### src/rtl/scbpi_pkg.sv
`default_nettype none

package scbpi_pkg;

	// field widths
	localparam int ACTION_W = 2;
	localparam int HALL_W = 3;
	localparam int DEMAND_W = 10;
	localparam int GAIN_W = 16;
	localparam int POLE_W = 4;
	localparam int SPEED_W = 24;
	localparam int SCALE_W = 8;
	localparam int DUTY_W = 11;
	localparam int OVR_W = 16;
	localparam int PERIOD_W = 16;
	localparam int INTEG_W = 32;
	localparam int TARGET_W = DEMAND_W + SCALE_W;
	localparam int ERR_W = SPEED_W + 2;
	localparam int PROD_W = GAIN_W + 1 + INTEG_W;
	localparam int DELTA_W = PROD_W + 1 - 16;
	localparam int CFG_IDX_W = 3;
	localparam int CFG_DATA_W = SPEED_W;

	// divider iteration count, one quotient bit per cycle
	localparam int DIV_STEPS = SPEED_W;
	localparam int DIV_STEP_W = $clog2(DIV_STEPS);

	// action codes
	localparam logic [ACTION_W-1:0] ACT_TICK = 2'd0;
	localparam logic [ACTION_W-1:0] ACT_HALL = 2'd1;
	localparam logic [ACTION_W-1:0] ACT_PI = 2'd2;

	// register indexes
	localparam logic [CFG_IDX_W-1:0] REG_KP_GAIN = 3'd0;
	localparam logic [CFG_IDX_W-1:0] REG_KI_GAIN = 3'd1;
	localparam logic [CFG_IDX_W-1:0] REG_POLE_PAIRS = 3'd2;
	localparam logic [CFG_IDX_W-1:0] REG_INDEX_POS = 3'd3;
	localparam logic [CFG_IDX_W-1:0] REG_SPEED_FACTOR = 3'd4;
	localparam logic [CFG_IDX_W-1:0] REG_DEMAND_SCALE = 3'd5;
	localparam logic [CFG_IDX_W-1:0] REG_DUTY_MIN = 3'd6;
	localparam logic [CFG_IDX_W-1:0] REG_DUTY_MAX = 3'd7;

	// register reset values
	localparam logic [GAIN_W-1:0] KP_RST = 16'd1311;
	localparam logic [GAIN_W-1:0] KI_RST = 16'd153;
	localparam logic [POLE_W-1:0] POLE_PAIRS_RST = 4'd2;
	localparam logic [HALL_W-1:0] INDEX_POS_RST = 3'd5;
	localparam logic [SPEED_W-1:0] SPEED_FACTOR_RST = 24'd2343750;
	localparam logic [SCALE_W-1:0] DEMAND_SCALE_RST = 8'd16;
	localparam logic [DUTY_W-1:0] DUTY_MIN_RST = 11'd5;
	localparam logic [DUTY_W-1:0] DUTY_MAX_RST = 11'd1024;
	localparam logic [DUTY_W-1:0] DUTY_RST = 11'd100;

	// six-step override patterns
	localparam logic [OVR_W-1:0] OVR_OFF = 16'h0000;
	localparam logic [OVR_W-1:0] OVR_A = 16'h0210;
	localparam logic [OVR_W-1:0] OVR_B = 16'h2004;
	localparam logic [OVR_W-1:0] OVR_C = 16'h0204;
	localparam logic [OVR_W-1:0] OVR_D = 16'h0801;
	localparam logic [OVR_W-1:0] OVR_E = 16'h0810;
	localparam logic [OVR_W-1:0] OVR_F = 16'h2001;

	// controller to datapath commands
	typedef struct packed {
		logic accept;
		logic div_step;
		logic err_en;
		logic sum_en;
		logic mul_p_en;
		logic mul_i_en;
		logic add_en;
		logic duty_en;
		logic load_out;
	} dp_cmd_t;

	// datapath to controller status
	typedef struct packed {
		logic avg_zero;
	} dp_stat_t;

	// commutation table lookup, invalid hall codes give all off
	function automatic logic [OVR_W-1:0] hall_override(input logic ccw,
		input logic [HALL_W-1:0] hall);
		logic [OVR_W-1:0] w;
		case ({ccw, hall})
			4'b0_001: w = OVR_A;
			4'b0_010: w = OVR_B;
			4'b0_011: w = OVR_C;
			4'b0_100: w = OVR_D;
			4'b0_101: w = OVR_E;
			4'b0_110: w = OVR_F;
			4'b1_001: w = OVR_F;
			4'b1_010: w = OVR_E;
			4'b1_011: w = OVR_D;
			4'b1_100: w = OVR_C;
			4'b1_101: w = OVR_B;
			4'b1_110: w = OVR_A;
			default: w = OVR_OFF;
		endcase
		return w;
	endfunction

endpackage

`default_nettype wire

### src/rtl/scbpi_ctrl.sv
`default_nettype none

module scbpi_ctrl (
	input  wire logic                               clk,
	input  wire logic                               arst_n,
	input  wire logic                               in_valid,
	output logic                                    in_stall,
	input  wire logic [scbpi_pkg::ACTION_W-1:0]     in_action,
	input  wire logic                               in_brake,
	output logic                                    out_valid,
	input  wire logic                               out_stall,
	input  wire scbpi_pkg::dp_stat_t                stat,
	output scbpi_pkg::dp_cmd_t                      cmd
);

	typedef enum logic [3:0] {
		S_IDLE,
		S_DIV,
		S_ERR,
		S_SUM,
		S_MULP,
		S_MULI,
		S_ADD,
		S_DUTY,
		S_EMIT
	} state_t;

	state_t state_q;
	logic [scbpi_pkg::DIV_STEP_W-1:0] step_q;
	logic out_valid_q;
	logic accept;
	logic emit_go;
	logic pi_run;

	// handshake decode
	assign in_stall = (state_q != S_IDLE);
	assign accept = in_valid && (state_q == S_IDLE);
	assign emit_go = (state_q == S_EMIT) && (!out_valid_q || !out_stall);
	assign pi_run = (in_action == scbpi_pkg::ACT_PI) && !in_brake;
	assign out_valid = out_valid_q;

	// datapath commands
	always_comb begin
		cmd = '0;
		cmd.accept = accept;
		cmd.div_step = (state_q == S_DIV);
		cmd.err_en = (state_q == S_ERR);
		cmd.sum_en = (state_q == S_SUM);
		cmd.mul_p_en = (state_q == S_MULP);
		cmd.mul_i_en = (state_q == S_MULI);
		cmd.add_en = (state_q == S_ADD);
		cmd.duty_en = (state_q == S_DUTY);
		cmd.load_out = emit_go;
	end

	// sequencer
	always_ff @(posedge clk or negedge arst_n) begin
		if (!arst_n) begin
			state_q <= S_IDLE;
			step_q <= '0;
			out_valid_q <= 1'b0;
		end else begin
			if (emit_go) begin
				out_valid_q <= 1'b1;
			end else if (!out_stall) begin
				out_valid_q <= 1'b0;
			end
			case (state_q)
				S_IDLE: begin
					if (accept) begin
						step_q <= '0;
						if (pi_run) begin
							state_q <= stat.avg_zero ? S_ERR : S_DIV;
						end else begin
							state_q <= S_EMIT;
						end
					end
				end
				S_DIV: begin
					step_q <= step_q + 1'b1;
					if (step_q == scbpi_pkg::DIV_STEP_W'(scbpi_pkg::DIV_STEPS - 1)) begin
						state_q <= S_ERR;
					end
				end
				S_ERR: state_q <= S_SUM;
				S_SUM: state_q <= S_MULP;
				S_MULP: state_q <= S_MULI;
				S_MULI: state_q <= S_ADD;
				S_ADD: state_q <= S_DUTY;
				S_DUTY: state_q <= S_EMIT;
				S_EMIT: begin
					if (emit_go) begin
						state_q <= S_IDLE;
					end
				end
				default: state_q <= S_IDLE;
			endcase
		end
	end

	// a result only appears out of the emit step
	a_out_from_emit: assert property (@(posedge clk) disable iff (!arst_n)
		$rose(out_valid_q) |-> $past(state_q == S_EMIT))
		else $error("result raised outside emit step");

	// items without a speed update go to the emit step on the next cycle
	a_short_item: assert property (@(posedge clk) disable iff (!arst_n)
		(accept && !pi_run) |=> (state_q == S_EMIT))
		else $error("short item did not go to emit");

	// divider runs its full count then hands over to the error step
	a_div_len: assert property (@(posedge clk) disable iff (!arst_n)
		(state_q == S_DIV &&
		 step_q == scbpi_pkg::DIV_STEP_W'(scbpi_pkg::DIV_STEPS - 1))
		|=> (state_q == S_ERR))
		else $error("divider did not finish on its last step");

endmodule

`default_nettype wire

### src/rtl/scbpi_dp.sv
`default_nettype none

module scbpi_dp (
	input  wire logic                                 clk,
	input  wire logic                                 arst_n,
	input  wire scbpi_pkg::dp_cmd_t                   cmd,
	output scbpi_pkg::dp_stat_t                       stat,
	input  wire logic                                 cfg_we,
	input  wire logic [scbpi_pkg::CFG_IDX_W-1:0]      cfg_index,
	input  wire logic [scbpi_pkg::CFG_DATA_W-1:0]     cfg_data,
	input  wire logic [scbpi_pkg::ACTION_W-1:0]       action,
	input  wire logic [scbpi_pkg::HALL_W-1:0]         hall_state,
	input  wire logic [scbpi_pkg::DEMAND_W-1:0]       demand,
	input  wire logic                                 direction,
	input  wire logic                                 brake,
	output logic [scbpi_pkg::OVR_W-1:0]               override_word,
	output logic                                      pwm_enable,
	output logic [scbpi_pkg::DUTY_W-1:0]              duty_out,
	output logic [scbpi_pkg::SPEED_W-1:0]             speed_rpm,
	output logic                                      rev_captured
);

	localparam int PW = scbpi_pkg::PERIOD_W;
	localparam int SW = scbpi_pkg::SPEED_W;
	localparam int DW = scbpi_pkg::DUTY_W;
	localparam int EW = scbpi_pkg::ERR_W;
	localparam int IW = scbpi_pkg::INTEG_W;
	localparam int XW = scbpi_pkg::PROD_W;
	localparam int LW = scbpi_pkg::DELTA_W;
	localparam int GW = scbpi_pkg::GAIN_W;
	localparam int TW = scbpi_pkg::TARGET_W;
	localparam int DSUM_W = LW + 1;

	// configuration registers
	logic [GW-1:0] kp_q, ki_q;
	logic [scbpi_pkg::POLE_W-1:0] pole_pairs_q;
	logic [scbpi_pkg::HALL_W-1:0] index_pos_q;
	logic [SW-1:0] speed_factor_q;
	logic [scbpi_pkg::SCALE_W-1:0] demand_scale_q;
	logic [DW-1:0] duty_min_q, duty_max_q;

	// block state
	logic [PW-1:0] period_q, avg_q;
	logic [scbpi_pkg::POLE_W-1:0] pole_cnt_q;
	logic signed [IW-1:0] integ_q;
	logic [DW-1:0] duty_q;
	logic [scbpi_pkg::OVR_W-1:0] last_ovr_q;
	logic [SW-1:0] last_speed_q;
	logic captured_q, brake_q;

	// working registers
	logic [PW-1:0] rem_q;
	logic [SW-1:0] quo_q;
	logic [TW-1:0] target_q;
	logic signed [EW-1:0] err_q;
	logic signed [IW-1:0] sum_q;
	logic signed [XW-1:0] prod_p_q, prod_i_q;
	logic signed [LW-1:0] delta_q;

	// output register
	logic [scbpi_pkg::OVR_W-1:0] ovr_out_q;
	logic pwm_out_q, cap_out_q;
	logic [DW-1:0] duty_out_q;
	logic [SW-1:0] speed_out_q;

	logic is_tick, is_hall, is_pi, hall_hit, pole_match;
	logic [PW:0] avg_sum;
	logic [PW:0] rem_sh;
	logic [PW+1:0] rem_diff;
	logic [SW-1:0] speed_now;
	logic signed [IW:0] sum_wide;
	logic signed [IW-1:0] sum_sat;
	logic signed [GW:0] mul_a;
	logic signed [IW-1:0] mul_b;
	logic signed [XW-1:0] mul_y;
	logic signed [XW:0] prod_sum;
	logic signed [DSUM_W-1:0] duty_wide, duty_lo, duty_fin, dmin_w, dmax_w;
	logic clamp_lo, clamp_hi;

	assign stat.avg_zero = (avg_q == '0);

	// item decode
	assign is_tick = cmd.accept && (action == scbpi_pkg::ACT_TICK);
	assign is_hall = cmd.accept && (action == scbpi_pkg::ACT_HALL);
	assign is_pi = cmd.accept && (action == scbpi_pkg::ACT_PI);
	assign hall_hit = (hall_state == index_pos_q);
	assign pole_match = (pole_cnt_q == pole_pairs_q);
	assign avg_sum = {1'b0, avg_q} + {1'b0, period_q};

	// restoring divider step
	assign rem_sh = {rem_q, quo_q[SW-1]};
	assign rem_diff = {1'b0, rem_sh} - {2'b00, avg_q};
	assign speed_now = stat.avg_zero ? '0 : quo_q;

	// integral accumulate with saturation
	assign sum_wide = {integ_q[IW-1], integ_q} + (IW+1)'(err_q);
	always_comb begin
		if (sum_wide[IW] != sum_wide[IW-1]) begin
			sum_sat = sum_wide[IW] ? {1'b1, {(IW-1){1'b0}}} : {1'b0, {(IW-1){1'b1}}};
		end else begin
			sum_sat = sum_wide[IW-1:0];
		end
	end

	// shared gain multiplier
	assign mul_a = cmd.mul_i_en ? $signed({1'b0, ki_q}) : $signed({1'b0, kp_q});
	assign mul_b = cmd.mul_i_en ? sum_q : IW'(err_q);
	assign mul_y = mul_a * mul_b;
	assign prod_sum = {prod_p_q[XW-1], prod_p_q} + {prod_i_q[XW-1], prod_i_q};

	// duty update, lower clamp then upper clamp
	assign dmin_w = $signed({{(DSUM_W-DW){1'b0}}, duty_min_q});
	assign dmax_w = $signed({{(DSUM_W-DW){1'b0}}, duty_max_q});
	assign duty_wide = $signed({{(DSUM_W-DW){1'b0}}, duty_q}) + {delta_q[LW-1], delta_q};
	assign clamp_lo = (duty_wide < dmin_w);
	assign duty_lo = clamp_lo ? dmin_w : duty_wide;
	assign clamp_hi = (duty_lo > dmax_w);
	assign duty_fin = clamp_hi ? dmax_w : duty_lo;

	// configuration writes
	always_ff @(posedge clk or negedge arst_n) begin
		if (!arst_n) begin
			kp_q <= scbpi_pkg::KP_RST;
			ki_q <= scbpi_pkg::KI_RST;
			pole_pairs_q <= scbpi_pkg::POLE_PAIRS_RST;
			index_pos_q <= scbpi_pkg::INDEX_POS_RST;
			speed_factor_q <= scbpi_pkg::SPEED_FACTOR_RST;
			demand_scale_q <= scbpi_pkg::DEMAND_SCALE_RST;
			duty_min_q <= scbpi_pkg::DUTY_MIN_RST;
			duty_max_q <= scbpi_pkg::DUTY_MAX_RST;
		end else if (cfg_we) begin
			case (cfg_index)
				scbpi_pkg::REG_KP_GAIN: kp_q <= cfg_data[GW-1:0];
				scbpi_pkg::REG_KI_GAIN: ki_q <= cfg_data[GW-1:0];
				scbpi_pkg::REG_POLE_PAIRS: pole_pairs_q <= cfg_data[scbpi_pkg::POLE_W-1:0];
				scbpi_pkg::REG_INDEX_POS: index_pos_q <= cfg_data[scbpi_pkg::HALL_W-1:0];
				scbpi_pkg::REG_SPEED_FACTOR: speed_factor_q <= cfg_data[SW-1:0];
				scbpi_pkg::REG_DEMAND_SCALE: demand_scale_q <= cfg_data[scbpi_pkg::SCALE_W-1:0];
				scbpi_pkg::REG_DUTY_MIN: duty_min_q <= cfg_data[DW-1:0];
				scbpi_pkg::REG_DUTY_MAX: duty_max_q <= cfg_data[DW-1:0];
				default: ;
			endcase
		end
	end

	// period counting, commutation and capture, duty and integral
	always_ff @(posedge clk or negedge arst_n) begin
		if (!arst_n) begin
			period_q <= '0;
			avg_q <= '0;
			pole_cnt_q <= 4'd1;
			integ_q <= '0;
			duty_q <= scbpi_pkg::DUTY_RST;
			last_ovr_q <= '0;
			last_speed_q <= '0;
			captured_q <= 1'b0;
			brake_q <= 1'b0;
		end else begin
			if (cmd.accept) begin
				brake_q <= brake;
				captured_q <= 1'b0;
			end
			if (is_tick) begin
				period_q <= period_q + 1'b1;
			end
			if (is_hall) begin
				last_ovr_q <= scbpi_pkg::hall_override(direction, hall_state);
				if (hall_hit) begin
					if (pole_match) begin
						avg_q <= avg_sum[PW:1];
						period_q <= '0;
						pole_cnt_q <= 4'd1;
						captured_q <= 1'b1;
					end else begin
						pole_cnt_q <= pole_cnt_q + 1'b1;
					end
				end
			end
			if (cmd.err_en) begin
				last_speed_q <= speed_now;
			end
			if (cmd.sum_en) begin
				integ_q <= sum_sat;
			end
			if (cmd.duty_en) begin
				duty_q <= duty_fin[DW-1:0];
				if (clamp_lo || clamp_hi) begin
					integ_q <= '0;
				end
			end
		end
	end

	// speed loop working registers
	always_ff @(posedge clk) begin
		if (is_pi) begin
			rem_q <= '0;
			quo_q <= speed_factor_q;
			target_q <= TW'(demand) * TW'(demand_scale_q);
		end
		if (cmd.div_step) begin
			if (!rem_diff[PW+1]) begin
				rem_q <= rem_diff[PW-1:0];
				quo_q <= {quo_q[SW-2:0], 1'b1};
			end else begin
				rem_q <= rem_sh[PW-1:0];
				quo_q <= {quo_q[SW-2:0], 1'b0};
			end
		end
		if (cmd.err_en) begin
			err_q <= $signed({{(EW-TW){1'b0}}, target_q}) - $signed({2'b00, speed_now});
		end
		if (cmd.sum_en) begin
			sum_q <= sum_sat;
		end
		if (cmd.mul_p_en) begin
			prod_p_q <= mul_y;
		end
		if (cmd.mul_i_en) begin
			prod_i_q <= mul_y;
		end
		if (cmd.add_en) begin
			delta_q <= prod_sum[XW:16];
		end
	end

	// result register
	always_ff @(posedge clk) begin
		if (cmd.load_out) begin
			ovr_out_q <= brake_q ? scbpi_pkg::OVR_OFF : last_ovr_q;
			pwm_out_q <= !brake_q;
			duty_out_q <= duty_q;
			speed_out_q <= last_speed_q;
			cap_out_q <= captured_q;
		end
	end

	assign override_word = ovr_out_q;
	assign pwm_enable = pwm_out_q;
	assign duty_out = duty_out_q;
	assign speed_rpm = speed_out_q;
	assign rev_captured = cap_out_q;

	// with ordered clamps the new duty lands inside them
	a_duty_in_range: assert property (@(posedge clk) disable iff (!arst_n)
		($past(cmd.duty_en) && (duty_min_q <= duty_max_q) && $stable(duty_min_q)
		 && $stable(duty_max_q))
		|-> ((duty_q >= duty_min_q) && (duty_q <= duty_max_q)))
		else $error("duty outside clamp range after update");

endmodule

`default_nettype wire

### src/rtl/sensored_bldc_commutation_speed_pi_top.sv
// channel   | direction | handshake          | payload
// ----------+-----------+--------------------+-------------------------------------------
// in        | to block  | in_valid/in_stall  | action hall_state demand direction brake
// out       | from block| out_valid/out_stall| override_word pwm_enable duty_out
//           |           |                    | speed_rpm rev_captured
// cfg       | to block  | cfg_we             | cfg_index cfg_data
//
// ticks, hall samples, unused actions and braked speed updates go straight to emit;
// a speed update runs the bit-serial speed divider, skipped with a zero average period,
// then the error, sum, products, add and duty steps; one request is worked on at a time.
// arst_n clears control and block state and loads register defaults; no clearing pass.
// a stalled result holds the output register; the next request is taken while it waits.
`default_nettype none

module sensored_bldc_commutation_speed_pi_top (
	input  wire logic                                 clk,
	input  wire logic                                 arst_n,
	input  wire logic                                 cfg_we,
	input  wire logic [scbpi_pkg::CFG_IDX_W-1:0]      cfg_index,
	input  wire logic [scbpi_pkg::CFG_DATA_W-1:0]     cfg_data,
	input  wire logic                                 in_valid,
	output logic                                      in_stall,
	input  wire logic [scbpi_pkg::ACTION_W-1:0]       action,
	input  wire logic [scbpi_pkg::HALL_W-1:0]         hall_state,
	input  wire logic [scbpi_pkg::DEMAND_W-1:0]       demand,
	input  wire logic                                 direction,
	input  wire logic                                 brake,
	output logic                                      out_valid,
	input  wire logic                                 out_stall,
	output logic [scbpi_pkg::OVR_W-1:0]               override_word,
	output logic                                      pwm_enable,
	output logic [scbpi_pkg::DUTY_W-1:0]              duty_out,
	output logic [scbpi_pkg::SPEED_W-1:0]             speed_rpm,
	output logic                                      rev_captured
);

	scbpi_pkg::dp_cmd_t cmd;
	scbpi_pkg::dp_stat_t stat;

	// sequencer
	scbpi_ctrl u_ctrl (
		.clk       (clk),
		.arst_n    (arst_n),
		.in_valid  (in_valid),
		.in_stall  (in_stall),
		.in_action (action),
		.in_brake  (brake),
		.out_valid (out_valid),
		.out_stall (out_stall),
		.stat      (stat),
		.cmd       (cmd)
	);

	// datapath
	scbpi_dp u_dp (
		.clk           (clk),
		.arst_n        (arst_n),
		.cmd           (cmd),
		.stat          (stat),
		.cfg_we        (cfg_we),
		.cfg_index     (cfg_index),
		.cfg_data      (cfg_data),
		.action        (action),
		.hall_state    (hall_state),
		.demand        (demand),
		.direction     (direction),
		.brake         (brake),
		.override_word (override_word),
		.pwm_enable    (pwm_enable),
		.duty_out      (duty_out),
		.speed_rpm     (speed_rpm),
		.rev_captured  (rev_captured)
	);

endmodule

`default_nettype wire

### config.mk
export PLATFORM = sky130hd
export DESIGN_NAME = sensored_bldc_commutation_speed_pi_top
export DESIGN_NICKNAME = d
export VERILOG_FILES = /design/src/rtl/scbpi_pkg.sv /design/src/rtl/scbpi_ctrl.sv /design/src/rtl/scbpi_dp.sv /design/src/rtl/sensored_bldc_commutation_speed_pi_top.sv
export SDC_FILE = /design/constraint.sdc
export NUM_CORES = 2
export LEC_CHECK = 0
export BUFFER_PORTS_ARGS = -buffer_cell sky130_fd_sc_hd__buf_2
export CORE_MARGIN = 8
export CORE_UTILIZATION = 58
export DETAILED_ROUTE_END_ITERATION = 12
export GPL_TIMING_DRIVEN = 0
export PLACE_DENSITY = 0.75
export SYNTH_ARGS = -nofsm -noshare
export SYNTH_HDL_FRONTEND = slang
export SYNTH_SLANG_ARGS = --single-unit
### constraint.sdc
create_clock -name clk -period 17 [get_ports clk]
set_clock_uncertainty 0.15 [all_clocks]
set_input_delay 0.85 -clock clk [delete_from_list [all_inputs] [get_ports clk]]
set_output_delay 0.85 -clock clk [all_outputs]
set_load 0.005 [all_outputs]
[Word-level counts from Yosys, hierarchy flattened]
Memory sizes are Yosys's and may differ from the RTL's. A register that Yosys moved wholly into a read port is not among the register bits.
Cells that the tools add are included.
Widths: inputs -> output; s select.
Cells by class
  divide/modulo/power cells: 0
  order comparisons: 2
  multipliers: 2
  add/sub/neg operators: 9
  multiplexer cells: 35
  reduce and logical (&&, ||, !) cells: 32
  bitwise operators: 0
  shift operators: 0
  eq/ne operators: 25
Operators with widths (number)
  $mux 32: 6
  $mux 16: 8
  $mux 24: 3
  $add 49x49->50: 1
  $mul 17x32->49: 1
  $pmux 4 s9: 1
  $add 12x34->35: 1
  $gt 35x12->1: 1
  $lt 35x12->1: 1
  $mux 35: 1
  $add 32x25->33: 1
  $sub 18x24->25: 1
  $mux 4: 5
  $reduce_and 2->1: 10
  $mul 10x8->18: 1
  $sub 17x16->18: 1
  $add 16x16->17: 1
  $add 16x1->16 const B: 1
  $eq 4x3->1 const B: 4
  $logic_not 16->1: 1
  $eq 3x3->1 const B: 4
  $mux 11: 1
  $pmux 5 s2: 1
  $eq 4x2->1 const B: 2
  other kinds (25): 47
Word-level totals
  word-level logic and storage cells: 139
  input port bits: 49
  latch bits: 0
  flip-flop bits (word level): 524
  output and inout bits: 55
  memories kept: 1
  memory bits (read-only): 96
  memory bits (writable): 0
Memory list
  (name not given): words 16, bits a word 6, read ports 1, clocked after Yosys merged registers in 1, wr ports 0, line scbpi_pkg.sv:85  | case ({ccw, hall})

[Depth between registers and ports, before layout]
  word-level depth: 7
  mapped depth: 32
  gate-level depth less buffers: 28

[By module]
From an unflattened synthesis, not the netlist that was laid out.
Second synthesis, totals
  cells, all modules: 4636
  area, all modules: 46504.6 um^2
By module, submodules not included
  scbpi_dp: area each 45836.5 um^2, times used 1, seq. area each 13853.3 um^2, cells each 4566
  scbpi_ctrl: area each 668.1 um^2, times used 1, seq. area each 250.2 um^2, cells each 70

[Worst setup path before layout]
Ideal clock, no wire load.
  path kind: register to register
  from: register u_ctrl.state_q[3]
  to: register u_dp.prod_i_q[45] (data pin)
  path buffers: 4
  period minus slack after synthesis: 8.883 ns
  arrival time: 8.470 ns
  library setup time: 0.264 ns
  stages on the path, launching flop included: 28
  path slack: 8.117 ns
  data required time: 16.586 ns
  cell sequence: dfrtp_1 > clkbuf_1 > nand2b_1 > clkbuf_1 > nor2_1 > clkbuf_1 > buf_1 > a21oi_1 > nor2_1 > fa_1 > fa_1 > inv_1 > fa_1 > fa_1 > fa_1 > fa_1 > inv_1 > ha_1 > a21o_1 > a21o_1 > a21o_1 > a21o_1 > a21oi_1 > o2bb2ai_1 > a31oi_1 > nand2_1 > a21oi_1 > xnor2_1
Between the ends
  word-level cells in the longest chain between the ends: 3
  elaborated cells on any way between the ends: 4
  classes of those cells: mul (1); eq/ne (1); mux (2)
RTL lines
  from (decl): line scbpi_ctrl.sv:28  | state_t state_q;
  from (signal assigned): line scbpi_ctrl.sv:73  | state_q <= stat.avg_zero ? S_ERR : S_DIV;
  $eq 4x3->1 (*): line scbpi_ctrl.sv:50  | cmd.mul_i_en = (state_q == S_MULI);
  $mux 16 / $mux 32 (equally long branches): line scbpi_dp.sv:106, scbpi_dp.sv:107
  $mul 17x32->49 (*): line scbpi_dp.sv:108  | assign mul_y = mul_a * mul_b;
  net u_dp.mul_y[45]: line scbpi_dp.sv:75  | logic signed [XW-1:0] mul_y;
  to (signal assigned): line scbpi_dp.sv:220  | prod_i_q <= mul_y;
  to (decl): line scbpi_dp.sv:57  | logic signed [XW-1:0] prod_p_q, prod_i_q;
Mark *: on every way through the listed nets, which the timed path passes. The rest lies on a longest branch.
A chain may end at the register's enable or synchronous reset.

[Worst setup path in the final report]
  from: register u_ctrl.state_q[2]
  to: register u_dp.prod_i_q[48] (data pin)
The elaborated chain is that of the path after synthesis.

==> flow_summary_export.csv <==
group,metric,value,unit
run_status,status,"finished with violations",
run_status,violations,"max-capacitance violations, max-slew violations",
clock_network,cts_resized,0,
clock_network,clk_latency,0.66,ns
worst_setup_path,rr_worst_depth,30,
synth,netlist.area_leader.share,23.6,%
detailed_routing,via_count,33100,
sta,slew_headroom,-0.389,%
sta,worst_pin_slew,1.49,ns
worst_setup_path,reg2reg_to,"u_dp.prod_i_q[48]$_DFFE_PP_",
final_layout,area_delta_synth_final,8.71,%
clock_network,root_buffer,"clkbuf_16",
detailed_routing,firstDrtPassIters,6,
synth,synth_cell_type_count,85,
grt,antenna_found_initial,7,
synth,async_flop_share,42.5,%
run,drv_cap,1,
detailed_routing,post_drt_wl_per_cell,19.4,um
clock_network,path_clk_slew,0.06,ns
detailed_routing,ant_nets,0,
grt,grt_pass1_vias,34400,
sta,period_share,65.3,%
worst_setup_path,r2r-start,"u_ctrl.state_q[2]$_DFFE_PN0P_",
grt,grt_usage,25.7,%
synth,ys_seq_area_share,30.6,%
synth,synth_edf_count,290,
synth,synth_area,46000,um^2
worst_setup_path,cp_slowest_cell,"a2111oi_0",
synth,synthCells,4613,
die,core-area,78700,um^2
worst_setup_path,crit_fanout,10,
die,start_util,58.4,%
detailed_routing,routed_wl,114,mm
clock_network,clk_path_buf_depth,3,
sta,rsz0062_at_grt,"no",
sta,setup_violations,0,
sta,drv_slew,1,
clock_network,htree_levels,2,
synth,synth_most_common_cell,"inv_1",
die,die_w,298,um
worst_hold_path,holdCritPathClass,"input pin to asynchronous set/reset pin",
clock_network,cts_setup_buffers,0,
grt,grt_pass1_wl,183,mm
worst_setup_path,cp.arrival,11.38,ns
worst_setup_path,path_common_cell,"fa_1",
clock_network,numCtsBuffers,55,
synth,avgSynthCellArea,9.98,um^2
sta,tns,0,ns
place,port_buffers,89,
worst_setup_path,end_kind,"flop",
synth,ys.warnings.count,0,
place,place_hpwl,92.4,mm
final_layout,fillCellCount,6359,
worst_setup_path,cp_num_buf_inv,8,
worst_setup_path,cp_top_family,"adder cells",
place,gp_congestion,0.960,
final_layout,fin_nets,5690,
final_layout,drive_above_1_share,8.73,%
sta,finalHoldViolCount,0,
detailed_routing,drc,0,
worst_setup_path,crit_type,"flop to flop",
die,rows,103,
clock_network,cts_tree,"yes",
detailed_routing,drt_iter0_markers,2275,
clock_network,cts_sinks,504,
worst_setup_path,required,17.27,ns
die,die-area,88600,um^2
die,die_h,298,um
worst_setup_path,reg2reg_slack,5.90,ns
grt,grt_max_degree,114,
synth,synth_area_leaders,"fa_1 24%, edfxtp_1 19%, dfrtp_1 9.9%, ha_1 8.7%, inv_1 5.7%",
grt,overflow,0,
worst_setup_path,cp-start-kind,"flop",
clock_network,cts_hold_buf,0,
synth,synth_top_area_cell,"fa_1",
die,io_pins,104,
sta,fin_crit,11.10,ns
sta,max_freq,90.1,MHz
detailed_routing,avgViaCountPerCell,5.64,
synth,ys_seq_elements,504,
worst_setup_path,cpPeakStageDelay,0.95,ns
synth,yosys_most_used_dff,"edfxtp_1",
synth,ys_top_cells_by_count,"694 x inv_1, 647 x nand2_1, 542 x fa_1",
[layout make-up]
| cell class | instances | area [um^2] | share of cell area [%] |
|---|---|---|---|
| antenna | 4 | 10.0 | 0.0200 |
| buffer | 160 | 673 | 1.35 |
| clock buffer | 80 | 1650 | 3.29 |
| clock inverter | 23 | 325 | 0.650 |
| inverter | 696 | 2610 | 5.22 |
| multi-input combinational | 3262 | 28700 | 57.4 |
| sequential | 504 | 14100 | 28.2 |
| tap | 1050 | 1310 | 2.63 |
| timing repair buffer | 100 | 638 | 1.28 |
[logic make-up after synthesis]
| group | synth area share (%) |
|---|---|
| compound gates | 8.79 |
| xor+xnor | 3.52 |
| fa+ha+maj | 32.4 |
| buf+inv | 7.13 |
| flops | 30.6 |
| mux | 4.67 |
| other cells | 0.00815 |
| simple gates | 12.9 |
[routing by layer]
layer | track usage [%] | share of wire [%] | routed length [um]
met3 | 3.83 | 6.4 | 7290
met2 | 43.6 | 48 | 55100
met1 | 32.5 | 41 | 46300
met4 | 11.5 | 4.9 | 5570
met5 | 0 | 0.016 | 18
[stage by stage]
| step | utilization, % | worst slack (ns) | area, um^2 | hold slack [ns] | cells |
|---|---|---|---|---|---|
| floorplan | - | 8.12 | 46100 | 0.271 | 4622 |
| global placement | 60.7 | 5.15 | 47800 | 0.280 | 5761 |
| detailed placement | 61.0 | 6.23 | 48000 | 0.284 | 5771 |
| CTS | 63.5 | 6.19 | 50000 | 0.118 | 5874 |
| global route | 63.5 | 5.62 | 50000 | 0.167 | 5878 |
| finish | 63.5 | 5.90 | 50000 | 0.0780 | 5879 |
[cell usage in the layout, fill, tap and decap left out, types with 62 or more instances in the layout]
cell / n
inv_1: 694
nand2_1: 647
fa_1: 542
nor2_1: 391
ha_1: 320
edfxtp_1: 290
dfrtp_1: 182
a21oi_1: 177
clkbuf_1: 146
o21ai_0: 145
mux2_2: 135
xnor2_1: 121
buf_2: 94
a21o_1: 68
xor2_1: 64
mux2i_1: 63
and2_1: 62
[sequential cells by signal, summed over array words and instances, names as in the netlist, 6 cells and up]
| name | count |
|---|---|
| u_dp.avg_q | 16 |
| u_dp.ki_q | 16 |
| u_dp.duty_q | 11 |
| u_dp.target_q | 18 |
| u_dp.prod_i_q | 49 |
| u_dp.prod_p_q | 49 |
| u_dp.speed_rpm | 24 |
| u_dp.rem_q | 16 |
| u_dp.override_word | 6 |
| u_dp.kp_q | 16 |
| u_dp.delta_q | 34 |
| u_dp.last_speed_q | 24 |
| u_dp.demand_scale_q | 8 |
| u_dp.duty_out | 11 |
| u_dp.quo_q | 24 |
| u_dp.speed_factor_q | 24 |
| u_dp.duty_min_q | 11 |
| u_dp.sum_q | 32 |
| u_dp.last_ovr_q | 6 |
| u_dp.duty_max_q | 11 |
| u_dp.period_q | 16 |
| u_dp.err_q | 25 |
| u_dp.integ_q | 32 |
[worst max path at each step]
stage	cells after the start	slack (ns)	startpoint	to
after floorplan	27	8.12	u_ctrl.state_q[3]$_DFFE_PN0P_	u_dp.prod_i_q[45]$_DFFE_PP_
after global placement	25	5.15	u_ctrl.state_q[3]$_DFFE_PN0P_	u_dp.prod_i_q[48]$_DFFE_PP_
after detailed placement	30	6.23	u_ctrl.state_q[2]$_DFFE_PN0P_	u_dp.prod_p_q[48]$_DFFE_PP_
after CTS	30	6.19	u_ctrl.state_q[2]$_DFFE_PN0P_	u_dp.prod_i_q[48]$_DFFE_PP_
after global routing	30	5.62	u_ctrl.state_q[2]$_DFFE_PN0P_	u_dp.prod_i_q[48]$_DFFE_PP_
final	30	5.90	u_ctrl.state_q[2]$_DFFE_PN0P_	u_dp.prod_i_q[48]$_DFFE_PP_
[worst register-to-register path: cells and delay by family, from the launching register on]
kind                     cells  cell delay (ns)
adder cells (fa/ha/maj)      7             3.35
buffers and inverters        8             2.21
AO/OA/AOI/OAI                6             2.01
AND/OR/NAND/NOR              7             1.60
multiplexers                 1             0.90
flip-flops                   1             0.32
XOR/XNOR                     1             0.31
Power is left out: the tool's default activity adds up to more than one toggle a clock period on the data nets, which glitch-free logic cannot reach.
